==> src/sv/osc_pkg.sv <==
// Package: widths, register indexes and reset values for the overdrive chain
package osc_pkg;
  localparam int SampleWidth  = 24;
  localparam int CoefFracBits = 23;
  localparam int CoefWidth    = 24;
  localparam int LevelWidth   = 18;
  localparam int CfgIdxWidth  = 3;
  localparam int ClipFrac     = 24;
  localparam int GainFrac     = 16;

  typedef enum logic [2:0] {
    REG_HPF_GAIN = 3'd0,
    REG_HPF_POLE = 3'd1,
    REG_LPF_GAIN = 3'd2,
    REG_LPF_POLE = 3'd3,
    REG_DRIVE    = 3'd4,
    REG_LEVEL    = 3'd5
  } reg_idx_t;

  localparam logic [23:0] HpfGainRst = 24'd8011087;
  localparam logic [23:0] HpfPoleRst = 24'd7633574;
  localparam logic [23:0] LpfGainRst = 24'd1055840;
  localparam logic [23:0] LpfPoleRst = 24'd6276927;
  localparam logic [23:0] DriveRst   = 24'd655360;
  localparam logic [17:0] LevelRst   = 18'd52429;

  // datapath step codes issued by the controller
  typedef enum logic [3:0] {
    OP_NONE, OP_LOAD, OP_HP1, OP_HP2, OP_HPSAT, OP_DRIVE, OP_SQ, OP_NUMDEN,
    OP_DIVSTART, OP_DIVSTEP, OP_CLIPFIN, OP_LP1, OP_LP2, OP_LPSAT, OP_LEVEL, OP_OUT
  } op_t;

  typedef struct packed {
    op_t op;
  } dp_cmd_t;

  typedef struct packed {
    logic div_done;
  } dp_sts_t;
endpackage

==> src/sv/osc_ctrl.sv <==
// Controller: sequences one sample through the datapath steps
module osc_ctrl (
  input  logic             clk,
  input  logic             rst_n,
  input  logic             in_valid,
  output logic             in_ready,
  output logic             out_valid,
  input  logic             out_ready,
  output osc_pkg::dp_cmd_t cmd,
  input  osc_pkg::dp_sts_t sts
);
  typedef enum logic [3:0] {
    S_IDLE, S_HP1, S_HP2, S_HPSAT, S_DRIVE, S_SQ, S_ND, S_DSTART, S_DIV,
    S_CFIN, S_LP1, S_LP2, S_LPSAT, S_LEVEL, S_DONE
  } state_t;

  state_t state_r, state_nxt;
  logic   ovld_r, ovld_nxt;

  assign in_ready  = (state_r == S_IDLE);
  assign out_valid = ovld_r;

  // step command for the current state
  always_comb begin
    unique case (state_r)
      S_IDLE:   cmd.op = (in_valid && in_ready) ? osc_pkg::OP_LOAD : osc_pkg::OP_NONE;
      S_HP1:    cmd.op = osc_pkg::OP_HP1;
      S_HP2:    cmd.op = osc_pkg::OP_HP2;
      S_HPSAT:  cmd.op = osc_pkg::OP_HPSAT;
      S_DRIVE:  cmd.op = osc_pkg::OP_DRIVE;
      S_SQ:     cmd.op = osc_pkg::OP_SQ;
      S_ND:     cmd.op = osc_pkg::OP_NUMDEN;
      S_DSTART: cmd.op = osc_pkg::OP_DIVSTART;
      S_DIV:    cmd.op = osc_pkg::OP_DIVSTEP;
      S_CFIN:   cmd.op = osc_pkg::OP_CLIPFIN;
      S_LP1:    cmd.op = osc_pkg::OP_LP1;
      S_LP2:    cmd.op = osc_pkg::OP_LP2;
      S_LPSAT:  cmd.op = osc_pkg::OP_LPSAT;
      S_LEVEL:  cmd.op = (ovld_r && !out_ready) ? osc_pkg::OP_NONE : osc_pkg::OP_LEVEL;
      default:  cmd.op = osc_pkg::OP_NONE;
    endcase
  end

  always_comb begin
    state_nxt = state_r;
    ovld_nxt  = ovld_r && !out_ready;
    unique case (state_r)
      S_IDLE:   if (in_valid) state_nxt = S_HP1;
      S_HP1:    state_nxt = S_HP2;
      S_HP2:    state_nxt = S_HPSAT;
      S_HPSAT:  state_nxt = S_DRIVE;
      S_DRIVE:  state_nxt = S_SQ;
      S_SQ:     state_nxt = S_ND;
      S_ND:     state_nxt = S_DSTART;
      S_DSTART: state_nxt = S_DIV;
      S_DIV:    if (sts.div_done) state_nxt = S_CFIN;
      S_CFIN:   state_nxt = S_LP1;
      S_LP1:    state_nxt = S_LP2;
      S_LP2:    state_nxt = S_LPSAT;
      S_LPSAT:  state_nxt = S_LEVEL;
      S_LEVEL: begin
        // output register must be free before it is overwritten
        if (!(ovld_r && !out_ready)) begin
          ovld_nxt  = 1'b1;
          state_nxt = S_IDLE;
        end
      end
      default:  state_nxt = S_IDLE;
    endcase
  end

  always_ff @(posedge clk) begin
    if (!rst_n) begin
      state_r <= S_IDLE;
      ovld_r  <= 1'b0;
    end else begin
      state_r <= state_nxt;
      ovld_r  <= ovld_nxt;
    end
  end
endmodule

==> config.mk <==
export PLATFORM = sky130hd
export DESIGN_NAME = osc_ctrl
export DESIGN_NICKNAME = d
export VERILOG_FILES = /design/src/sv/osc_pkg.sv /design/src/sv/osc_ctrl.sv
export SDC_FILE = /design/constraint.sdc
export NUM_CORES = 1
export LEC_CHECK = 0
export BUFFER_PORTS_ARGS = -buffer_cell sky130_fd_sc_hd__buf_4
export CORE_AREA = 5 5 42 44
export DETAILED_ROUTE_END_ITERATION = 12
export DIE_AREA = 0 0 47 49
export GPL_TIMING_DRIVEN = 1
export HOLD_SLACK_MARGIN = 0.1
export PLACE_DENSITY_LB_ADDON = 0.05
export SYNTH_ARGS = -nofsm -noshare
export SYNTH_HDL_FRONTEND = slang
export SYNTH_SLANG_ARGS = --single-unit
==> constraint.sdc <==
create_clock -name clk -period 3 [get_ports clk]
set_clock_uncertainty 0.2 [all_clocks]
set_input_delay 0.45 -clock clk [delete_from_list [all_inputs] [get_ports clk]]
set_output_delay 0.45 -clock clk [all_outputs]
set_load 0.05 [all_outputs]
==> metrics.yaml, run 1 <==
timing:
  fin_crit_sh_pct: 70.3
  timing.setup.tns_ns: 0
  fin_crit_ns: 2.11
  rsz0062_at_grt: "false"
  max_freq_mhz: 474
  max_slew.worst_pin.slew_ns: 0.342
  slew_headroom_pct: 77.2
  slew_violations: 0
  setup_violations: 0
  hold_viol: 0
place:
  dp_hpwl_um: 565
  port_buffers: 10
  place_congestion: 0.667
  placed_area_um2: 382
synthesis:
  netlist_instances: 39
  postSynthAreaPerCell_um2: 8.05
  synthArstFlopShare_pct: 0
  post-synth-top-count-cell: "dfxtp_1"
  synth.top_cell.area_share_pct: 31.9
  netlist_area_um2: 314
  synth_top_cell_by_area: "dfxtp_1"
  ys_seq_area_share_pct: 31.9
  synth_area_leaders: "dfxtp_1 (32%), buf_6 (7.2%), nand2b_1 (6.0%), a21oi_1 (4.8%), o21ai_0 (4.8%)"
  ys_dominant_reg_cell: "dfxtp_1"
  yosys.cell_types.count: 21
  yosysWarnings: 0
  synth_nets: 44
  synth_commonest_cells: "dfxtp_1 (5), nand2_1 (4)"
  synth_edf_count: 0
  synth_seq_cells: 5
route:
  totalWireLength_um: 785
  vias: 340
  ant_nets: 0
  vias_per_cell: 5.15
  drc_errors: 0
  drt-pass1-iter-count: 4
  drt-initial-drc-count: 3
  wl_per_cell_um: 11.9
critical_path:
  critPathBufInv: 1
  crit_path_end: "cmd[3]"
  r2r-start: "state_r[3]$_SDFFE_PN0P_"
  path_depth: 4
  ff2ff_path_depth: 3
  arrival_ns: 1.46
  required_ns: 2.35
  end_kind: "output pin"
  critPathLaunch: "state_r[2]$_SDFFE_PN0P_"
  cp-start-kind: "register"
  path_class: "register to output pin"
  crit_family: "simple AND/OR/NAND/NOR gates"
  reg2reg_slack_ns: 1.62
  rr_endpoint: "state_r[0]$_SDFFE_PN0P_"
  crit_chain: "nand3_1 -> or2_2 -> nand2_1 -> buf_4"
  cpMaxStageDelayCell: "dfxtp_1"
  slowest_delay_ns: 0.50
  critPathMaxFanout: 10
power_and_ir_drop:
  switchingPower_mw: 0.0804
  seqPwrFrac_pct: 34.5
  p_int_mw: 0.145
  power_density_nw_per_um2: 552
  combPwrFrac_pct: 30.2
  p_clk_share_pct: 35.3
  ir_worst_vdd_v: 0.000219
  leakagePower_nw: 0.170
  p_sw_share_pct: 35.7
grt:
  busiest_layer: "met2"
  grt-ovfl-total: 0
  antenna_found_initial: 0
  grt_use_met3_pct: 5.17
  first_global_vias: 303
  grt_max_degree: 12
  grt_util_all_layers_pct: 7.74
  grt_pass1_wl_mm: 1.25
  use_met2_pct: 11.1
  grt_util_met1_pct: 8.33
clocking:
  cts_tree: "done"
  post_cts_buffers: 0
  ctsResizeCount: 0
  clk_latency_ns: 0.25
  cts_made_buffers: 3
  cts.sinks: 5
  cts.path.max_buffers: 2
  clockRootBuffer: "clkbuf_4"
  cts.clk_slew.worst_paths_ns: 0.05
  hold_buffers: 0
  cts_max_level: 1
final_layout:
  final_core_util_pct: 29.1
  n_antenna_cell: 0
  fin_area_um2: 408
  drive_above_1_share_pct: 32.0
  area_growth_pct: 29.9
  nets: 56
floorplanning:
  start_util_pct: 22.4
  ios: 11
  rows: 14
  dieArea_um2: 2300
  die_w_um: 47
  coreArea_um2: 1400
  die_h_um: 49
hold_path:
  hp-class: "input port to register"
status:
  run_status: "complete, no violations"
flow_run:
  drv_cap: 0
layout by cell type, fill, tap and decap left out, types with 2 or more instances in the layout:
master	Yosys	final
a21oi_1	3	3
clkbuf_4	0	3
buf_4	0	10
nand2b_1	3	3
dfxtp_1	5	5
o21ai_0	3	3
nor4_1	2	2
o211ai_1	2	2
nand2_1	4	4
nor2_1	3	3
metal layers:
layer / up-vias / part of all wire, %
li1: 165 / -
met5: - / 0
met4: 0 / 2.2
met1: 157 / 38
met3: 2 / 7.5
met2: 16 / 52
state kept, by name, indices dropped and copies added, names as in the netlist:
register	cells
out_valid	1
state_r	4
stage by stage:
| step | std cells | power [mW] | setup WS [ns] | hold WS, ns |
|---|---|---|---|---|
| floorplan | 39 | 0.129 | 0.343 | 0.369 |
| global placement | 62 | 0.148 | 1.13 | 0.371 |
| detailed placement | 62 | 0.147 | 1.13 | 0.377 |
| CTS | 66 | 0.228 | 0.886 | 0.279 |
| global route | 66 | 0.236 | 0.785 | 0.281 |
| finish | 66 | 0.225 | 0.890 | 0.278 |
worst min path at each step:
stage,start,end,slack [ns],cells past startpoint
after floorplan,state_r[0]$_SDFFE_PN0P_,out_valid$_SDFF_PN0_,0.37,2
final,rst_n,state_r[1]$_SDFFE_PN0P_,0.28,3
after global routing,rst_n,state_r[1]$_SDFFE_PN0P_,0.28,3
after CTS,rst_n,state_r[1]$_SDFFE_PN0P_,0.28,3
after global placement,out_valid$_SDFF_PN0_,out_valid$_SDFF_PN0_,0.37,2
after detailed placement,out_valid$_SDFF_PN0_,out_valid$_SDFF_PN0_,0.38,2
worst reg2reg max path, delay by kind of cell (launching register included):
family             cells  cell delay, ns
AOI/OAI and AO/OA      1            0.19
and+or+nand+nor        2            0.36
DFF                    1            0.52
cell families (layout without fill, tap and decap cells):
logic type      Yosys count  count (layout)  synth area share [%]
simple gates             17              17                  29.5
compound gates           13              13                  28.7
flops                     5               5                  31.9
buf+inv                   4              15                  9.96
power groups by stage:
| stage | Combinational (mW) | Clock, mW | Sequential [mW] |
|---|---|---|---|
| CTS | 0.0689 | 0.0812 | 0.0776 |
| finish | 0.0681 | 0.0795 | 0.0777 |
| global placement | 0.0689 | 0 | 0.0791 |
| global route | 0.0720 | 0.0851 | 0.0791 |
| floorplan | 0.0553 | 0 | 0.0738 |
| detailed placement | 0.0682 | 0 | 0.0789 |
layout make-up:
class,count,area (um2)
clock buffers,4,26.3
fillers,177,993
inverters,1,3.75
multi-input cells,30,183
flip-flops and latches,5,100
well taps,16,20.0
repair buffers,10,75.1
Power figures use the tool's default switching activity.
==> run 2, diff against run 1 <==
--- a/config.mk
+++ b/config.mk
@@ -5,6 +5,7 @@
 export SDC_FILE = /design/constraint.sdc
 export NUM_CORES = 1
 export LEC_CHECK = 0
+export ABC_AREA = 1
 export BUFFER_PORTS_ARGS = -buffer_cell sky130_fd_sc_hd__buf_4
 export CORE_AREA = 5 5 42 44
 export DETAILED_ROUTE_END_ITERATION = 12
==> constraint.sdc (replaced) <==
create_clock -name clk -period 2.09 [get_ports clk]
set_clock_uncertainty 0.2 [all_clocks]
set_input_delay 0.3135 -clock clk [delete_from_list [all_inputs] [get_ports clk]]
set_output_delay 0.3135 -clock clk [all_outputs]
set_load 0.05 [all_outputs]
==> run 2 against run 1 <==
Compared with the run above: worst setup slack got worse by 0.75 ns; synthesized area rose by 24%; non-clock buffer count rose by 1; first-iteration DRC count rose to 3.0 times the previous value; critical endpoint unchanged; sequential cell count did not move; die area did not move; count of clock-buffer cells in the layout did not move; cell area rose by 25%; register-to-register slack got worse by 0.85 ns; core utilization rose by 7.2 points.
==> metrics.yaml, run 2 <==
status:
  run_status: "complete, no violations"
synthesis:
  synthXorXnorAreaFrac_pct: 2.25  # +2.3 points
  yosys.cell_types.count: 20  # -4.8%
  synth_top_family_by_area: "simple AND/OR/NAND/NOR gates"
  synth_edf_count: 0  # unchanged
  synth_commonest_cells: "inv_1 (13), nand2_1 (12), nand3_1 (7), nor2_1 (7), dfxtp_1 (5)"
  synthArstFlopShare_pct: 0  # unchanged
  synth_nets: 68  # +55%
  yosysWarnings: 0  # unchanged
  ys_seq_area_share_pct: 25.7  # -6.1 points
  muxShareOfSynthArea_pct: 0  # unchanged
  synth-adder-area-share_pct: 0  # unchanged
  post-synth-top-count-cell: "inv_1"
  synth_seq_cells: 5  # unchanged
  netlist_area_um2: 389  # +24%
  postSynthAreaPerCell_um2: 6.18  # -23%
  synth.top_cell.area_share_pct: 25.7  # -6.1 points
  synth_area_leaders: "dfxtp_1 (26%), inv_1 (13%), nand2_1 (12%), nand3_1 (9.0%), nor2_1 (6.8%)"
  synth_top_cell_by_area: "dfxtp_1"
  synth_compound_area_share_pct: 12.9  # -16 points
  netlist_instances: 63  # +62%
  ys_dominant_reg_cell: "dfxtp_1"
  yosys.area_share.simple_pct: 41.8  # +12 points
final_layout:
  final_core_util_pct: 36.3  # +7.2 points
  drive_above_1_share_pct: 27.3  # -4.7 points
  area_growth_pct: 30.9
  n_antenna_cell: 0  # unchanged
  largest_register: "state_r"
  nets: 83  # +48%
  final_cell_mix: "inv_1 (13), nand2_1 (12), buf_4 (10)"
  largest_register_ff_count: 4  # unchanged
  final_common_cell: "inv_1"
  fillers: 168  # -5.1%
route:
  totalWireLength_um: 816  # +3.9%
  vias: 394  # +16%
  drt-pass1-iter-count: 2  # -2
  wl_per_cell_um: 8.77  # -26%
  drt-initial-drc-count: 9  # +6
  ant_nets: 0  # unchanged
  drc_errors: 0  # unchanged
  vias_per_cell: 4.24  # -18%
flow_run:
  drv_cap: 0  # unchanged
clocking:
  cts_max_level: 1  # unchanged
  cts.clk_slew.worst_paths_ns: 0.04  # about the same
  cts.path.max_buffers: 2  # unchanged
  cts.sinks: 5  # unchanged
  clk_latency_ns: 0.24  # about the same
  cts_made_buffers: 3  # unchanged
  cts_tree: "done"
  clockRootBuffer: "clkbuf_4"
critical_path:
  crit_top_cell: "inv_1"
  crit_chain: "nand2_2 -> inv_1 -> nand3_1 -> nand2_1 -> inv_1 -> nand3b_1 -> buf_4"
  required_ns: 1.58  # -0.77 ns
  critPathMaxFanout: 7  # -3
  cpMaxStageDelayCell: "dfxtp_1"
  end_kind: "output pin"
  slowest_delay_ns: 0.46  # -0.04 ns
  cp-start-kind: "register"
  path_class: "register to output pin"
  arrival_ns: 1.44  # -0.02 ns
grt:
  grt_pass1_wl_mm: 1.37  # +9.5%
  grt_max_degree: 8  # -4
  antenna_found_initial: 0  # unchanged
  first_global_vias: 336  # +11%
  grt_util_all_layers_pct: 8.16  # +0.42 points
  grt-ovfl-total: 0  # unchanged
timing:
  slew_violations: 0  # unchanged
  slew_headroom_pct: 80.6  # +3.4 points
  fin_crit_sh_pct: 93.2
  timing.setup.tns_ns: 0  # unchanged
  setup_violations: 0  # unchanged
  max_freq_mhz: 513
  rsz0062_at_grt: "false"
  hold_viol: 0  # unchanged
  fin_crit_ns: 1.95
  max_slew.worst_pin.slew_ns: 0.291  # -0.0508 ns
floorplanning:
  die_w_um: 47  # unchanged
  ios: 11  # unchanged
  coreArea_um2: 1400  # unchanged
  rows: 14  # unchanged
  dieArea_um2: 2300  # unchanged
  die_h_um: 49  # unchanged
  start_util_pct: 27.8  # +5.4 points
place:
  port_buffers: 10  # unchanged
  place_congestion: 0.722  # +8.2%
  dp_hpwl_um: 702  # +24%
hold_path:
  hp-class: "input port to register"
run 2: kinds of logic (layout without fill, tap and decap cells):
logic type             Yosys count  after routing
AO/OA/AOI/OAI                    8              8
XOR/XNOR                         1              1
buffers and inverters           16             30
flip-flops                       5              5
AND/OR/NAND/NOR                 33             33
run 2: layer usage:
| metal | global-route usage [%] | routed length, um | part of all wire, % | up-vias |
|---|---|---|---|---|
| met3 | 2.21 | 37 | 4.5 | 2 |
| li1 | - | - | - | 223 |
| met2 | 11.1 | 390 | 48 | 5 |
| met4 | 5.53 | 12 | 1.5 | 0 |
| met1 | 10.7 | 376 | 46 | 164 |
| met5 | 0 | 0 | 0 | - |
run 2: what timing repair did:
action | CTS | global route
setup buffers | 0 | 0
hold endpoints to repair | 1 | 0
hold buffers | 1 | 0
gates resized for setup | 0 | 0
run 2: worst max-delay path, delay by kind of cell, from the launching register on:
family        cells  cell delay (ns)
flops             1             0.46
buf+inv           3             0.35
simple gates      4             0.38
run 2: cell type report:
type / count / area (um2) / area share [%]
clock buffer: 4 / 26.3 / 5.16
inverter: 15 / 56.3 / 11.1
multi-input combinational: 42 / 221 / 43.5
sequential: 5 / 100 / 19.7
tap: 16 / 20.0 / 3.93
timing repair buffer: 11 / 85.1 / 16.7
run 2: worst paths after layout:
kind                             end  slack [ns]  cells after the start                     from
min             out_valid$_SDFF_PN0_        0.18                      4                out_ready
max                           cmd[3]        0.14                      7  state_r[2]$_SDFFE_PN0P_
max reg2reg  state_r[0]$_SDFFE_PN0P_        0.77                      7  state_r[2]$_SDFFE_PN0P_
min reg2reg     out_valid$_SDFF_PN0_        0.37                      4     out_valid$_SDFF_PN0_
run 2: per-stage QoR:
stage | hold WS, ns | cells | setup WS [ns] | instance area, um2
floorplan | 0.211 | 63 | 0.111 | 389
global placement | 0.337 | 88 | 0.356 | 473
detailed placement | 0.339 | 88 | 0.379 | 473
CTS | 0.176 | 93 | 0.127 | 509
global route | 0.214 | 93 | 0.0244 | 509
finish | 0.179 | 93 | 0.141 | 509
Power of run 2 is not shown: default switching activity piles up to over one toggle a cycle in this logic, so the estimate is an artifact.
